===== config.mk =====
export PLATFORM = sky130hd
export DESIGN_NAME = admittance_proxy_integrator
export DESIGN_NICKNAME = d
export VERILOG_FILES = /design/src/api_pkg.sv /design/src/admittance_proxy_integrator.sv
export SDC_FILE = /design/constraint.sdc
export NUM_CORES = 2
export LEC_CHECK = 0
export BUFFER_PORTS_ARGS = -buffer_cell sky130_fd_sc_hd__clkbuf_2
export CAP_MARGIN = 10
export CORE_MARGIN = 4
export CORE_UTILIZATION = 54
export DETAILED_ROUTE_END_ITERATION = 8
export GPL_TIMING_DRIVEN = 0
export HOLD_SLACK_MARGIN = 0.12
export PLACE_DENSITY = 0.82
export SLEW_MARGIN = 10
export SYNTH_ARGS = -nofsm -noshare
export SYNTH_HDL_FRONTEND = slang
export SYNTH_SLANG_ARGS = --single-unit
export TNS_END_PERCENT = 5

===== constraint.sdc =====
create_clock -name i_clk -period 12.88 [get_ports i_clk]
set_input_delay 0.644 -clock i_clk [delete_from_list [all_inputs] [get_ports i_clk]]
set_output_delay 0.644 -clock i_clk [all_outputs]
set_load 0.05 [all_outputs]

===== src/api_pkg.sv =====
// ----------------------------------------------------------------------------
// api_pkg: shared types, codes and microprogram for the admittance proxy
// integrator.
// Holds the control word layout, the selector codes and the read-only
// program table that sequences the shared multiplier and adder.
// ----------------------------------------------------------------------------
`default_nettype none

package api_pkg;

    localparam int QW = 32;                        // Q16.16 word width
    localparam int DTW = 16;                       // Q0.16 time step width
    localparam int PCW = 4;                        // step counter width
    localparam int CFG_IDX_W = 2;                  // register index width

    localparam logic signed [QW-1:0] Q_MAX = 32'sh7FFF_FFFF;
    localparam logic signed [QW-1:0] Q_MIN = 32'sh8000_0000;

    // Register indexes of the configuration port.
    localparam logic [CFG_IDX_W-1:0] REG_INV_MASS  = 2'd0;
    localparam logic [CFG_IDX_W-1:0] REG_DAMPING   = 2'd1;
    localparam logic [CFG_IDX_W-1:0] REG_STIFFNESS = 2'd2;

    localparam logic [QW-1:0] RESET_INV_MASS = 32'h0001_0000;

    // Adder operand A.
    localparam logic [2:0] A_VEL = 3'd0;
    localparam logic [2:0] A_POS = 3'd1;
    localparam logic [2:0] A_TQ  = 3'd2;
    localparam logic [2:0] A_M   = 3'd3;
    localparam logic [2:0] A_SUM = 3'd4;

    // Adder operand B.
    localparam logic [1:0] B_DV = 2'd0;
    localparam logic [1:0] B_DP = 2'd1;
    localparam logic [1:0] B_M  = 2'd2;
    localparam logic [1:0] B_DA = 2'd3;

    // Adder destination.
    localparam logic [2:0] D_EV  = 3'd0;
    localparam logic [2:0] D_EQ  = 3'd1;
    localparam logic [2:0] D_SUM = 3'd2;           // wide, not saturated
    localparam logic [2:0] D_F   = 3'd3;
    localparam logic [2:0] D_ACC = 3'd4;
    localparam logic [2:0] D_VEL = 3'd5;
    localparam logic [2:0] D_POS = 3'd6;

    // Multiplier unsigned factor.
    localparam logic [1:0] F_DAMP  = 2'd0;
    localparam logic [1:0] F_STIFF = 2'd1;
    localparam logic [1:0] F_INVM  = 2'd2;
    localparam logic [1:0] F_DT    = 2'd3;

    // Multiplier signed operand.
    localparam logic [2:0] S_EV  = 3'd0;
    localparam logic [2:0] S_EQ  = 3'd1;
    localparam logic [2:0] S_F   = 3'd2;
    localparam logic [2:0] S_ACC = 3'd3;
    localparam logic [2:0] S_VEL = 3'd4;

    // Sequencing conditions.
    localparam logic [1:0] JC_NEXT     = 2'd0;
    localparam logic [1:0] JC_JUMP     = 2'd1;
    localparam logic [1:0] JC_WAIT_IN  = 2'd2;    // hold until an item arrives
    localparam logic [1:0] JC_WAIT_OUT = 2'd3;    // hold while output is full

    // Program steps.
    localparam logic [PCW-1:0] ST_IDLE    = 4'd0;
    localparam logic [PCW-1:0] ST_EV      = 4'd1;
    localparam logic [PCW-1:0] ST_EQ      = 4'd2;
    localparam logic [PCW-1:0] ST_MSTIFF  = 4'd3;
    localparam logic [PCW-1:0] ST_SUM     = 4'd4;
    localparam logic [PCW-1:0] ST_FORCE   = 4'd5;
    localparam logic [PCW-1:0] ST_MINVM   = 4'd6;
    localparam logic [PCW-1:0] ST_RINVM   = 4'd7;
    localparam logic [PCW-1:0] ST_ACC     = 4'd8;
    localparam logic [PCW-1:0] ST_MDTA    = 4'd9;
    localparam logic [PCW-1:0] ST_RDTA    = 4'd10;
    localparam logic [PCW-1:0] ST_VEL     = 4'd11;
    localparam logic [PCW-1:0] ST_MDTV    = 4'd12;
    localparam logic [PCW-1:0] ST_RDTV    = 4'd13;
    localparam logic [PCW-1:0] ST_POS     = 4'd14;
    localparam logic [PCW-1:0] ST_EMIT    = 4'd15;

    typedef struct packed {
        logic           alu_en;
        logic [2:0]     alu_a;
        logic [1:0]     alu_b;
        logic           alu_sub;
        logic [2:0]     alu_dst;
        logic           mul_en;
        logic [1:0]     mul_f;
        logic [2:0]     mul_s;
        logic           rnd_en;
        logic [1:0]     jcond;
        logic [PCW-1:0] jtgt;
    } t_ctl;

    function automatic t_ctl ucode(input logic [PCW-1:0] pc);
        t_ctl c;
        c = '0;
        unique case (pc)
            ST_IDLE: begin
                c.jcond = JC_WAIT_IN;
            end
            ST_EV: begin
                c.alu_en = 1'b1; c.alu_a = A_VEL; c.alu_b = B_DV;
                c.alu_sub = 1'b1; c.alu_dst = D_EV;
            end
            ST_EQ: begin
                c.alu_en = 1'b1; c.alu_a = A_POS; c.alu_b = B_DP;
                c.alu_sub = 1'b1; c.alu_dst = D_EQ;
                c.mul_en = 1'b1; c.mul_f = F_DAMP; c.mul_s = S_EV;
            end
            ST_MSTIFF: begin
                c.rnd_en = 1'b1;
                c.mul_en = 1'b1; c.mul_f = F_STIFF; c.mul_s = S_EQ;
            end
            ST_SUM: begin
                c.alu_en = 1'b1; c.alu_a = A_TQ; c.alu_b = B_M;
                c.alu_sub = 1'b1; c.alu_dst = D_SUM;
                c.rnd_en = 1'b1;
            end
            ST_FORCE: begin
                c.alu_en = 1'b1; c.alu_a = A_SUM; c.alu_b = B_M;
                c.alu_sub = 1'b1; c.alu_dst = D_F;
            end
            ST_MINVM: begin
                c.mul_en = 1'b1; c.mul_f = F_INVM; c.mul_s = S_F;
            end
            ST_RINVM: begin
                c.rnd_en = 1'b1;
            end
            ST_ACC: begin
                c.alu_en = 1'b1; c.alu_a = A_M; c.alu_b = B_DA;
                c.alu_dst = D_ACC;
            end
            ST_MDTA: begin
                c.mul_en = 1'b1; c.mul_f = F_DT; c.mul_s = S_ACC;
            end
            ST_RDTA: begin
                c.rnd_en = 1'b1;
            end
            ST_VEL: begin
                c.alu_en = 1'b1; c.alu_a = A_VEL; c.alu_b = B_M;
                c.alu_dst = D_VEL;
            end
            ST_MDTV: begin
                c.mul_en = 1'b1; c.mul_f = F_DT; c.mul_s = S_VEL;
            end
            ST_RDTV: begin
                c.rnd_en = 1'b1;
            end
            ST_POS: begin
                c.alu_en = 1'b1; c.alu_a = A_POS; c.alu_b = B_M;
                c.alu_dst = D_POS;
            end
            ST_EMIT: begin
                c.jcond = JC_WAIT_OUT; c.jtgt = ST_IDLE;
            end
            default: begin
                c.jcond = JC_JUMP; c.jtgt = ST_IDLE;
            end
        endcase
        return c;
    endfunction

endpackage

`default_nettype wire


===== src/admittance_proxy_integrator.sv =====
// ----------------------------------------------------------------------------
// admittance_proxy_integrator: virtual mass-spring-damper proxy update.
// One control tick in, one updated proxy state out, in signed Q16.16 with
// saturation, sequenced by a small microprogram over one multiplier.
// ----------------------------------------------------------------------------
// Each accepted item is one control tick. The block forms the proxy
// acceleration inverse_mass * (-damping*(v - vd) - stiffness*(q - qd) + torque)
// + desired acceleration, then integrates velocity and, with the new velocity,
// position by semi-implicit Euler. On the first tick after reset the proxy
// position and velocity are taken from the measured values; afterwards the
// measurements are ignored. Every difference, product and sum, bar the partial
// force sum, is clipped to signed 32 bits and any clipping sets the saturated
// flag of that result. For each tick the microprogram runs fifteen steps
// after the accepting one, and the single 32 by 32 bit multiplier, with a
// rounding stage behind it, carries the five dependent products in turn.
// A finished result sits in the output register, so the next item is
// taken while it waits; only a second result held up by a stalled consumer
// halts the program at its final step. Configuration writes are taken in
// every cycle and should be made only while the block is idle; a write to
// an index beyond the three registers is ignored.
// ----------------------------------------------------------------------------
`default_nettype none

module admittance_proxy_integrator
    import api_pkg::*;
(
    input  wire logic                 i_clk,
    input  wire logic                 i_rst_n,
    // Configuration write channel.
    input  wire logic                 i_cfg_valid,
    output logic                      o_cfg_ready,
    input  wire logic [CFG_IDX_W-1:0] i_cfg_index,
    input  wire logic [QW-1:0]        i_cfg_data,
    // Input items. tdata from bit 0 up: measured_position, measured_velocity,
    // desired_position, desired_velocity, desired_acceleration,
    // external_torque (32 bits each), time_step (16 bits).
    input  wire logic                 s_tvalid,
    output logic                      s_tready,
    input  wire logic [6*QW+DTW-1:0]  s_tdata,
    // Result items. tdata from bit 0 up: proxy_position, proxy_velocity,
    // proxy_acceleration (32 bits each). tuser: saturated.
    output logic                      m_tvalid,
    input  wire logic                 m_tready,
    output logic [3*QW-1:0]           m_tdata,
    output logic [0:0]                m_tuser
);

    // Configuration registers.
    logic [QW-1:0] r_inv_mass, r_damping, r_stiffness;

    // Proxy state and sequencer.
    logic signed [QW-1:0] r_pos, r_vel, r_acc;
    logic                 r_started;
    logic [PCW-1:0]       r_pc, n_pc;

    // Tick operands latched at acceptance.
    logic signed [QW-1:0] r_dp, r_dv, r_da, r_tq;
    logic [DTW-1:0]       r_dt;

    // Working registers.
    logic signed [QW-1:0] r_ev, r_eq, r_f, r_m;
    logic signed [QW+2:0] r_sum;
    logic [2*QW-1:0]      r_prod;
    logic                 r_neg;
    logic                 r_sat;

    // Output register.
    logic                 r_m_tvalid;
    logic [3*QW-1:0]      r_m_tdata;
    logic                 r_m_tuser;

    t_ctl ctl;
    logic in_fire, out_blocked, emit_fire;

    assign ctl         = ucode(r_pc);
    assign s_tready    = (ctl.jcond == JC_WAIT_IN);
    assign in_fire     = s_tvalid && s_tready;
    assign out_blocked = r_m_tvalid && !m_tready;
    assign emit_fire   = (ctl.jcond == JC_WAIT_OUT) && !out_blocked;
    assign o_cfg_ready = 1'b1;

    // Sequencer: one control word per step, with held and jumped steps.
    always_comb begin
        unique case (ctl.jcond)
            JC_NEXT:     n_pc = r_pc + PCW'(1);
            JC_JUMP:     n_pc = ctl.jtgt;
            JC_WAIT_IN:  n_pc = in_fire ? r_pc + PCW'(1) : r_pc;
            JC_WAIT_OUT: n_pc = out_blocked ? r_pc : ctl.jtgt;
            default:     n_pc = ctl.jtgt;
        endcase
    end

    // Multiplier front end: unsigned factor times the magnitude of a signed
    // operand, the sign carried alongside the product.
    logic [QW-1:0]        mul_f, mul_mag;
    logic signed [QW-1:0] mul_s;

    always_comb begin
        unique case (ctl.mul_f)
            F_DAMP:  mul_f = r_damping;
            F_STIFF: mul_f = r_stiffness;
            F_INVM:  mul_f = r_inv_mass;
            F_DT:    mul_f = {{(QW-DTW){1'b0}}, r_dt};
            default: mul_f = r_damping;
        endcase
        unique case (ctl.mul_s)
            S_EV:    mul_s = r_ev;
            S_EQ:    mul_s = r_eq;
            S_F:     mul_s = r_f;
            S_ACC:   mul_s = r_acc;
            S_VEL:   mul_s = r_vel;
            default: mul_s = r_ev;
        endcase
        mul_mag = mul_s[QW-1] ? QW'(-mul_s) : QW'(mul_s);
    end

    // Rounding stage: shift right by 16 with ties away from zero, restore the
    // sign and clip to 32 bits.
    logic [2*QW-1:0]      rnd_sum;
    logic [2*QW-17:0]     rnd_mag;
    logic                 rnd_clip;
    logic signed [QW-1:0] rnd_val;

    always_comb begin
        rnd_sum = r_prod + 64'h0000_0000_0000_8000;
        rnd_mag = rnd_sum[2*QW-1:16];
        if (r_neg) begin
            rnd_clip = (rnd_mag > 48'h0000_8000_0000);
        end else begin
            rnd_clip = (rnd_mag > 48'h0000_7FFF_FFFF);
        end
        if (rnd_clip) begin
            rnd_val = r_neg ? Q_MIN : Q_MAX;
        end else if (r_neg) begin
            rnd_val = QW'(-rnd_mag[QW-1:0]);
        end else begin
            rnd_val = rnd_mag[QW-1:0];
        end
    end

    // Adder: exact sum in 35 bits, clipped unless it stays wide.
    logic signed [QW+2:0] alu_a, alu_b, alu_raw;
    logic                 alu_clip, alu_wide;
    logic signed [QW-1:0] alu_val;

    always_comb begin
        unique case (ctl.alu_a)
            A_VEL:   alu_a = {{3{r_vel[QW-1]}}, r_vel};
            A_POS:   alu_a = {{3{r_pos[QW-1]}}, r_pos};
            A_TQ:    alu_a = {{3{r_tq[QW-1]}}, r_tq};
            A_M:     alu_a = {{3{r_m[QW-1]}}, r_m};
            A_SUM:   alu_a = r_sum;
            default: alu_a = r_sum;
        endcase
        unique case (ctl.alu_b)
            B_DV:    alu_b = {{3{r_dv[QW-1]}}, r_dv};
            B_DP:    alu_b = {{3{r_dp[QW-1]}}, r_dp};
            B_M:     alu_b = {{3{r_m[QW-1]}}, r_m};
            B_DA:    alu_b = {{3{r_da[QW-1]}}, r_da};
            default: alu_b = {{3{r_m[QW-1]}}, r_m};
        endcase
        alu_raw  = ctl.alu_sub ? alu_a - alu_b : alu_a + alu_b;
        alu_wide = (ctl.alu_dst == D_SUM);
        if (alu_raw > 35'sh7FFF_FFFF) begin
            alu_clip = 1'b1;
            alu_val  = Q_MAX;
        end else if (alu_raw < -35'sh8000_0000) begin
            alu_clip = 1'b1;
            alu_val  = Q_MIN;
        end else begin
            alu_clip = 1'b0;
            alu_val  = alu_raw[QW-1:0];
        end
    end

    // Control state.
    always_ff @(posedge i_clk) begin
        if (!i_rst_n) begin
            r_pc        <= ST_IDLE;
            r_started   <= 1'b0;
            r_m_tvalid  <= 1'b0;
            r_inv_mass  <= RESET_INV_MASS;
            r_damping   <= '0;
            r_stiffness <= '0;
            r_pos       <= '0;
            r_vel       <= '0;
            r_acc       <= '0;
        end else begin
            r_pc <= n_pc;
            if (i_cfg_valid) begin
                unique case (i_cfg_index)
                    REG_INV_MASS:  r_inv_mass  <= i_cfg_data;
                    REG_DAMPING:   r_damping   <= i_cfg_data;
                    REG_STIFFNESS: r_stiffness <= i_cfg_data;
                    default: ;
                endcase
            end
            if (in_fire) begin
                r_started <= 1'b1;
                if (!r_started) begin
                    r_pos <= s_tdata[QW-1:0];
                    r_vel <= s_tdata[2*QW-1:QW];
                end
            end
            if (ctl.alu_en) begin
                unique case (ctl.alu_dst)
                    D_ACC:   r_acc <= alu_val;
                    D_VEL:   r_vel <= alu_val;
                    D_POS:   r_pos <= alu_val;
                    default: ;
                endcase
            end
            if (emit_fire) begin
                r_m_tvalid <= 1'b1;
            end else if (m_tready) begin
                r_m_tvalid <= 1'b0;
            end
        end
    end

    // Datapath payload.
    always_ff @(posedge i_clk) begin
        if (in_fire) begin
            r_dp  <= s_tdata[3*QW-1:2*QW];
            r_dv  <= s_tdata[4*QW-1:3*QW];
            r_da  <= s_tdata[5*QW-1:4*QW];
            r_tq  <= s_tdata[6*QW-1:5*QW];
            r_dt  <= s_tdata[6*QW+DTW-1:6*QW];
            r_sat <= 1'b0;
        end else if ((ctl.alu_en && alu_clip && !alu_wide) || (ctl.rnd_en && rnd_clip)) begin
            r_sat <= 1'b1;
        end
        if (ctl.mul_en) begin
            r_prod <= (2*QW)'(mul_f) * (2*QW)'(mul_mag);
            r_neg  <= mul_s[QW-1];
        end
        if (ctl.rnd_en) begin
            r_m <= rnd_val;
        end
        if (ctl.alu_en) begin
            unique case (ctl.alu_dst)
                D_EV:    r_ev  <= alu_val;
                D_EQ:    r_eq  <= alu_val;
                D_SUM:   r_sum <= alu_raw;
                D_F:     r_f   <= alu_val;
                default: ;
            endcase
        end
        if (emit_fire) begin
            r_m_tdata <= {r_acc, r_vel, r_pos};
            r_m_tuser <= r_sat;
        end
    end

    assign m_tvalid   = r_m_tvalid;
    assign m_tdata    = r_m_tdata;
    assign m_tuser[0] = r_m_tuser;

    // An accepted item always starts the program at its first working step.
    a_start: assert property (@(posedge i_clk) disable iff (!i_rst_n)
        in_fire |=> (r_pc == ST_EV))
        else $error("program did not start after an accepted item");

    // A new result appears only from the final step.
    a_emit: assert property (@(posedge i_clk) disable iff (!i_rst_n)
        ($rose(r_m_tvalid) && $past(i_rst_n)) |-> ($past(r_pc) == ST_EMIT))
        else $error("result raised outside the final step");

    // The program returns to the waiting step only from the final step.
    a_return: assert property (@(posedge i_clk) disable iff (!i_rst_n)
        ((r_pc == ST_IDLE) && $past(i_rst_n) && ($past(r_pc) != ST_IDLE))
            |-> ($past(r_pc) == ST_EMIT))
        else $error("program left a tick unfinished");

    // Once the proxy is initialised it stays so until reset.
    a_started: assert property (@(posedge i_clk) disable iff (!i_rst_n)
        r_started |=> r_started)
        else $error("proxy lost its initialised state");

endmodule

`default_nettype wire


* After elaboration in Yosys (flattened, before gate mapping)
Cells that the tools add are included.
** Word-level totals
- Latch bits :: 0
- Input port bits :: 247
- RAM bits :: 0
- Output and inout port bits :: 100
- Word-level logic and storage cells :: 138
- ROM bits :: 0
- Memories :: 0
- Register bits after elaboration :: 668
** Operators by class
- $add $sub $neg :: 6
- Bitwise operators :: 0
- Divide/modulo/power cells :: 0
- $mul :: 1
- Eq/ne operators :: 41
- Shift-type cells :: 0
- Multiplexer cells :: 33
- Reductions and logical operators :: 29
- Magnitude comparators :: 4
** Operators with widths (number)
- $mux 32 :: 14
- $pmux 35 s4 :: 2
- $pmux 32 s4 :: 2
- $add 64x16->64 const B :: 1
- $mul 32x32->64 :: 1
- $neg 32->32 :: 2
- $gt 48x31->1 const B :: 1
- $gt 48x32->1 const B :: 1
- $pmux 6 s7 :: 1
- $add 35x35->35 :: 1
- $gt 35x32->1 const B :: 1
- $lt 35x32->1 const B :: 1
- $mux 35 :: 1
- $sub 35x35->35 :: 1
- $eq 4x4->1 const B :: 8
- $pmux 6 s5 :: 1
- $eq 3x2->1 const B :: 6
- $pmux 3 s6 :: 1
- $reduce_and 2->1 :: 9
- $eq 4x3->1 const B :: 4
- $pmux 4 s4 :: 1
- $eq 2x2->1 const B :: 7
- $eq 3x3->1 const B :: 4
- $eq 3x1->1 const B :: 3
- other kinds (18) :: 40

* Depth between registers and ports, before layout
- Depth after elaboration :: 12
- Depth in mapped cells :: 46
- Mapped depth without buffers :: 40

* Worst setup path after synthesis
Ideal clock, no wire load.
- Kind :: flip-flop to flip-flop
- Start :: register r_pc[0]
- End :: register r_prod[62] (data pin)
- Required time :: 12.615 ns
- Arrival :: 10.239 ns
- Path buffers :: 6
- Cell stages (with the launch flop) :: 44
- Slack :: 2.376 ns
- Setup time :: 0.265 ns
- Period minus slack after synthesis :: 10.504 ns
- Path through :: dfxtp_1 -> inv_1 -> ha_1 -> buf_2 -> buf_6 -> nand2_1 -> mux4_2 -> nand2_1 -> clkbuf_1 -> inv_1 -> clkbuf_1 -> ha_1 -> nand2_1 -> nor2_1 -> a31oi_1 -> xnor2_1 -> clkbuf_1 -> nor2_1 -> [... 8 more ...] -> fa_1 -> fa_1 -> fa_1 -> inv_1 -> fa_1 -> inv_1 -> ha_1 -> clkbuf_1 -> a21o_1 -> a31oi_1 -> o21ai_0 -> a21oi_1 -> nand3_1 -> o21ai_0 -> o21ai_0 -> a221oi_1 -> o21ai_0 -> xor2_1
** On the way
- Longest elaborated chain between the ends :: 7
- Elaborated cells between the ends (all ways) :: 19
- Those cells by class :: 1 x add/sub; 1 x mul; 12 x eq/ne; 4 x mux; 1 x reduce/logical
** Ends and longest elaborated chain
- from (decl) :: RTL line admittance_proxy_integrator.sv:54 : logic [PCW-1:0] r_pc, n_pc;
- from (signal assigned) :: RTL line admittance_proxy_integrator.sv:189 : r_pc <= n_pc;
- $eq 4x4->1 (tied with other cells) :: RTL line api_pkg.sv:102 : unique case (pc)
- $pmux 6 s5 (*) :: RTL line api_pkg.sv:102
- $eq 3x3->1 (tied with other cells) :: RTL line admittance_proxy_integrator.sv:106 : unique case (ctl.mul_s)
- $pmux 32 s4 :: RTL line admittance_proxy_integrator.sv:106
- $neg 32->32 :: RTL line admittance_proxy_integrator.sv:114 : mul_mag = mul_s[QW-1] ? QW'(-mul_s) : QW'(mul_s);
- $mux 32 :: RTL line admittance_proxy_integrator.sv:114
- $mul 32x32->64 (*) :: RTL line admittance_proxy_integrator.sv:234 : r_prod <= (2*QW)'(mul_f) * (2*QW)'(mul_mag);
- to (signal assigned) :: RTL line admittance_proxy_integrator.sv:234
- to (decl) :: RTL line admittance_proxy_integrator.sv:63 : logic [2*QW-1:0] r_prod;
Mark *: on every way between the ends. The rest lies on a longest branch, timed or not.
A chain may end at the register's enable or synchronous reset.

* Worst setup path in the final report
- Start :: register r_pc[0]
- End :: register r_prod[63] (data pin)
Same word-level chain as after synthesis.

==> metrics <==
clk root buf clkbuf_16; violated checks design-rule violations, max-capacitance violations; WL per Instance 30.0 um; CP endpoint kind flop; Post-Syn Instances 6,726; wirelength, routed 264 mm; Min-Delay Endpoint r_tq[8]$_DFFE_PP_; Clock transition at path regs 0.06 ns; Worst Clk Skew 0.0738 ns; Sink Count 653; largest net degree at the start of global routing 121; crit path max-delay cell type clkbuf_1; Initial DRC Count 7,724; # setup viols final 0; crit-path max cell delay 0.75 ns; Detailed Place HPWL 215 mm; IO buf count 345; Peak Freq 0.0784 GHz; CP startpoint kind flop; Max Cap Violations 1; worst-skew pair later-pin latency 0.68 ns; number of H-tree levels 3; Nets 8,662; Seq/Total Area, Yosys 0.277; Distinct cells, synth 107; die height 351 um; initial antenna violation count 10; Slew Viols, Final 0; mean area per synthesized cell 9.47 um2; die area 0.124 mm2; Synth Cell Area 0.0637 mm2; Layout Utilization 0.611; area grow syn2layout 12.0%; Reg2Reg Depth 39; Yosys top cell area share 0.282; worst r2r src r_pc[0]$_SDFFE_PN0P_; min Tclk post-route 12.75 ns; Tightest Pin Transition 1.48 ns; Most common cell on crit path fa_1; antenna-violating nets left 0; grt ovf 0; DR vias/cell 6.30; Hold Path Stages 1; core box area 0.117 mm2; Worst EP required 13.24 ns; fin area 0.0713 mm2; Async S/R FF share, synth 0; Ports 347; Worst Hold Class input pin to flop; vias post-DR 55,500; CTS tree built; Tcrit/Tclk final 0.990; Die W 351 um; Largest register FFs 96; Placer Congestion 1.09; Synth Register Bits 653; critical path data arrival time 13.11 ns; RSZ-0062 raised after global routing true; Final Hold Vio Count 0; most frequent cell after synthesis inv_1; first-pass GRT wire length 376 mm; syn nets 8,172; Buf+Inv Stages, Crit Path 10; clock buffer depth 3; FF-to-FF End r_prod[63]$_DFFE_PP_; CP Max Fanout 10; DR DRC count 16; overall routing resource usage 0.428; Worst slew margin 0.000500; fill count 9,897; Synth area leader fa_1; Pwr Density 225 mW/mm2; Max rail drop VDD 287 uV; worst reg-to-reg setup slack 0.13 ns; status finished with violations; vias in the first global route 55,100; hold_sp s_tdata[168]; FP Rows 125; Pre-Repair DR Iteration Count 9; share of cells above drive strength 1 0.105; Post-synth top cells 1,057 x inv_1, 1,024 x nand2_1, 896 x fa_1; initial core utilization 0.546; dpl cell area 0.0678 mm2; Synth Flop Type edfxtp_1; CTS buffer count 72; crit path kind flop to flop; yosys warns 0; CP delay by family, top adder cells; Leakage 32.2 nW; synth top area cells fa_1 28%, edfxtp_1 21%, dfxtp_1 6.3%, inv_1 6.2%, nand2_1 6.0%; EDFF count, synth 454
-- cell type report --
| cell class | instances | area, um2 | area share |
|---|---|---|---|
| multi-input cells | 4617 | 40900 | 0.574 |
| flip-flops and latches | 653 | 17600 | 0.247 |
| inverters | 1061 | 4000 | 0.0560 |
| repair buffers | 422 | 2540 | 0.0356 |
| clock buffers | 102 | 2080 | 0.0292 |
| well taps | 1524 | 1910 | 0.0267 |
| plain buffers | 389 | 1770 | 0.0248 |
| clock inverters | 28 | 440 | 0.00618 |
| diodes | 11 | 27.5 | 0.000386 |
-- metrics by stage --
step	power [W]	hold slack (ns)	instances	setup WS, ns	setup TNS, ns
after CTS	0.0155	0.121	8792	0.00175	0
after global placement	0.0131	0.441	8595	-1.40	-19.37
final	0.0161	0.150	8807	0.130	0
after global routing	0.0167	0.130	8796	-0.0889	-0.0975
after floorplan	0.00900	0.409	6726	2.38	0
after detailed placement	0.0132	0.449	8624	-1.42	-18.89
-- where the power goes --
part	internal (W)	total [W]	switching (W)	leakage, nW
clock	0.00124	0.00216	0.000921	1.21
sequential	0.00290	0.00313	0.000229	5.79
combinational	0.00314	0.0108	0.00766	25.2
-- cell usage in the layout (no fill, tap or decap), types with 17 or more instances in the layout --
cell and instances:
nor2_1 603, xor2_1 74, buf_6 17, nand3_1 120
clkbuf_2 403, o21ai_1 28, and2_1 64, a31oi_1 70
fa_1 896, mux2i_1 85, a221o_1 31, a221oi_1 74
clkbuf_1 251, a22o_1 17, inv_1 1054, and3_1 50
a222oi_1 38, o21ai_0 179, a21oi_1 288, a211oi_1 17
nand3b_1 23, nor2b_1 22, dlygate4sd3_1 39, clkbuf_16 76
nand4_1 47, ha_1 303, nand2_1 1016, a21o_1 67
dfxtp_1 199, nand2b_1 28, xnor2_1 95, edfxtp_1 454
buf_2 61, buf_4 39, a22oi_1 43, o21a_1 27
nor3_1 41
-- timing repair --
item	4_1_cts	5_1_grt
resized for setup	56	116
setup endpoints to repair	34	22
buffers inserted	2	7
hold buffers	39	0
endpoints found under the hold margin	39	0
pin swaps	1	2
-- cell families after synthesis --
kind of cell / count (synthesis) / synth area share
adders and majority gates: 1199 / 0.341
muxes: 96 / 0.0161
xor gates and xnor gates: 208 / 0.0292
DFF: 653 / 0.277
buffers and inverters: 1456 / 0.0893
other: 1 / 0.0000589
and+or+nand+nor: 2100 / 0.142
AOI/OAI and AO/OA: 1013 / 0.106
-- per-layer routing --
layer	wire length, um	global-route usage	share of wire
met4	21100	0.266	0.080
met1	93100	0.545	0.35
met5	255	0	0.00096
met3	38600	0.153	0.15
met2	111000	0.624	0.42
-- how the worst max path moves through the flow --
stage          slack, ns            startpoint                    to  depth (start not counted)
2_1_floorplan       2.38  r_pc[0]$_SDFFE_PN0P_  r_prod[62]$_DFFE_PP_                         43
3_3_place_gp       -1.40  r_pc[0]$_SDFFE_PN0P_  r_prod[62]$_DFFE_PP_                         41
3_5_place_dp       -1.42  r_pc[0]$_SDFFE_PN0P_  r_prod[62]$_DFFE_PP_                         44
4_1_cts            0.002  r_pc[0]$_SDFFE_PN0P_  r_prod[62]$_DFFE_PP_                         41
5_1_grt            -0.09  r_pc[0]$_SDFFE_PN0P_  r_prod[63]$_DFFE_PP_                         41
6_report            0.13  r_pc[0]$_SDFFE_PN0P_  r_prod[63]$_DFFE_PP_                         39
Note: power is estimated with default switching activity, not from simulation.
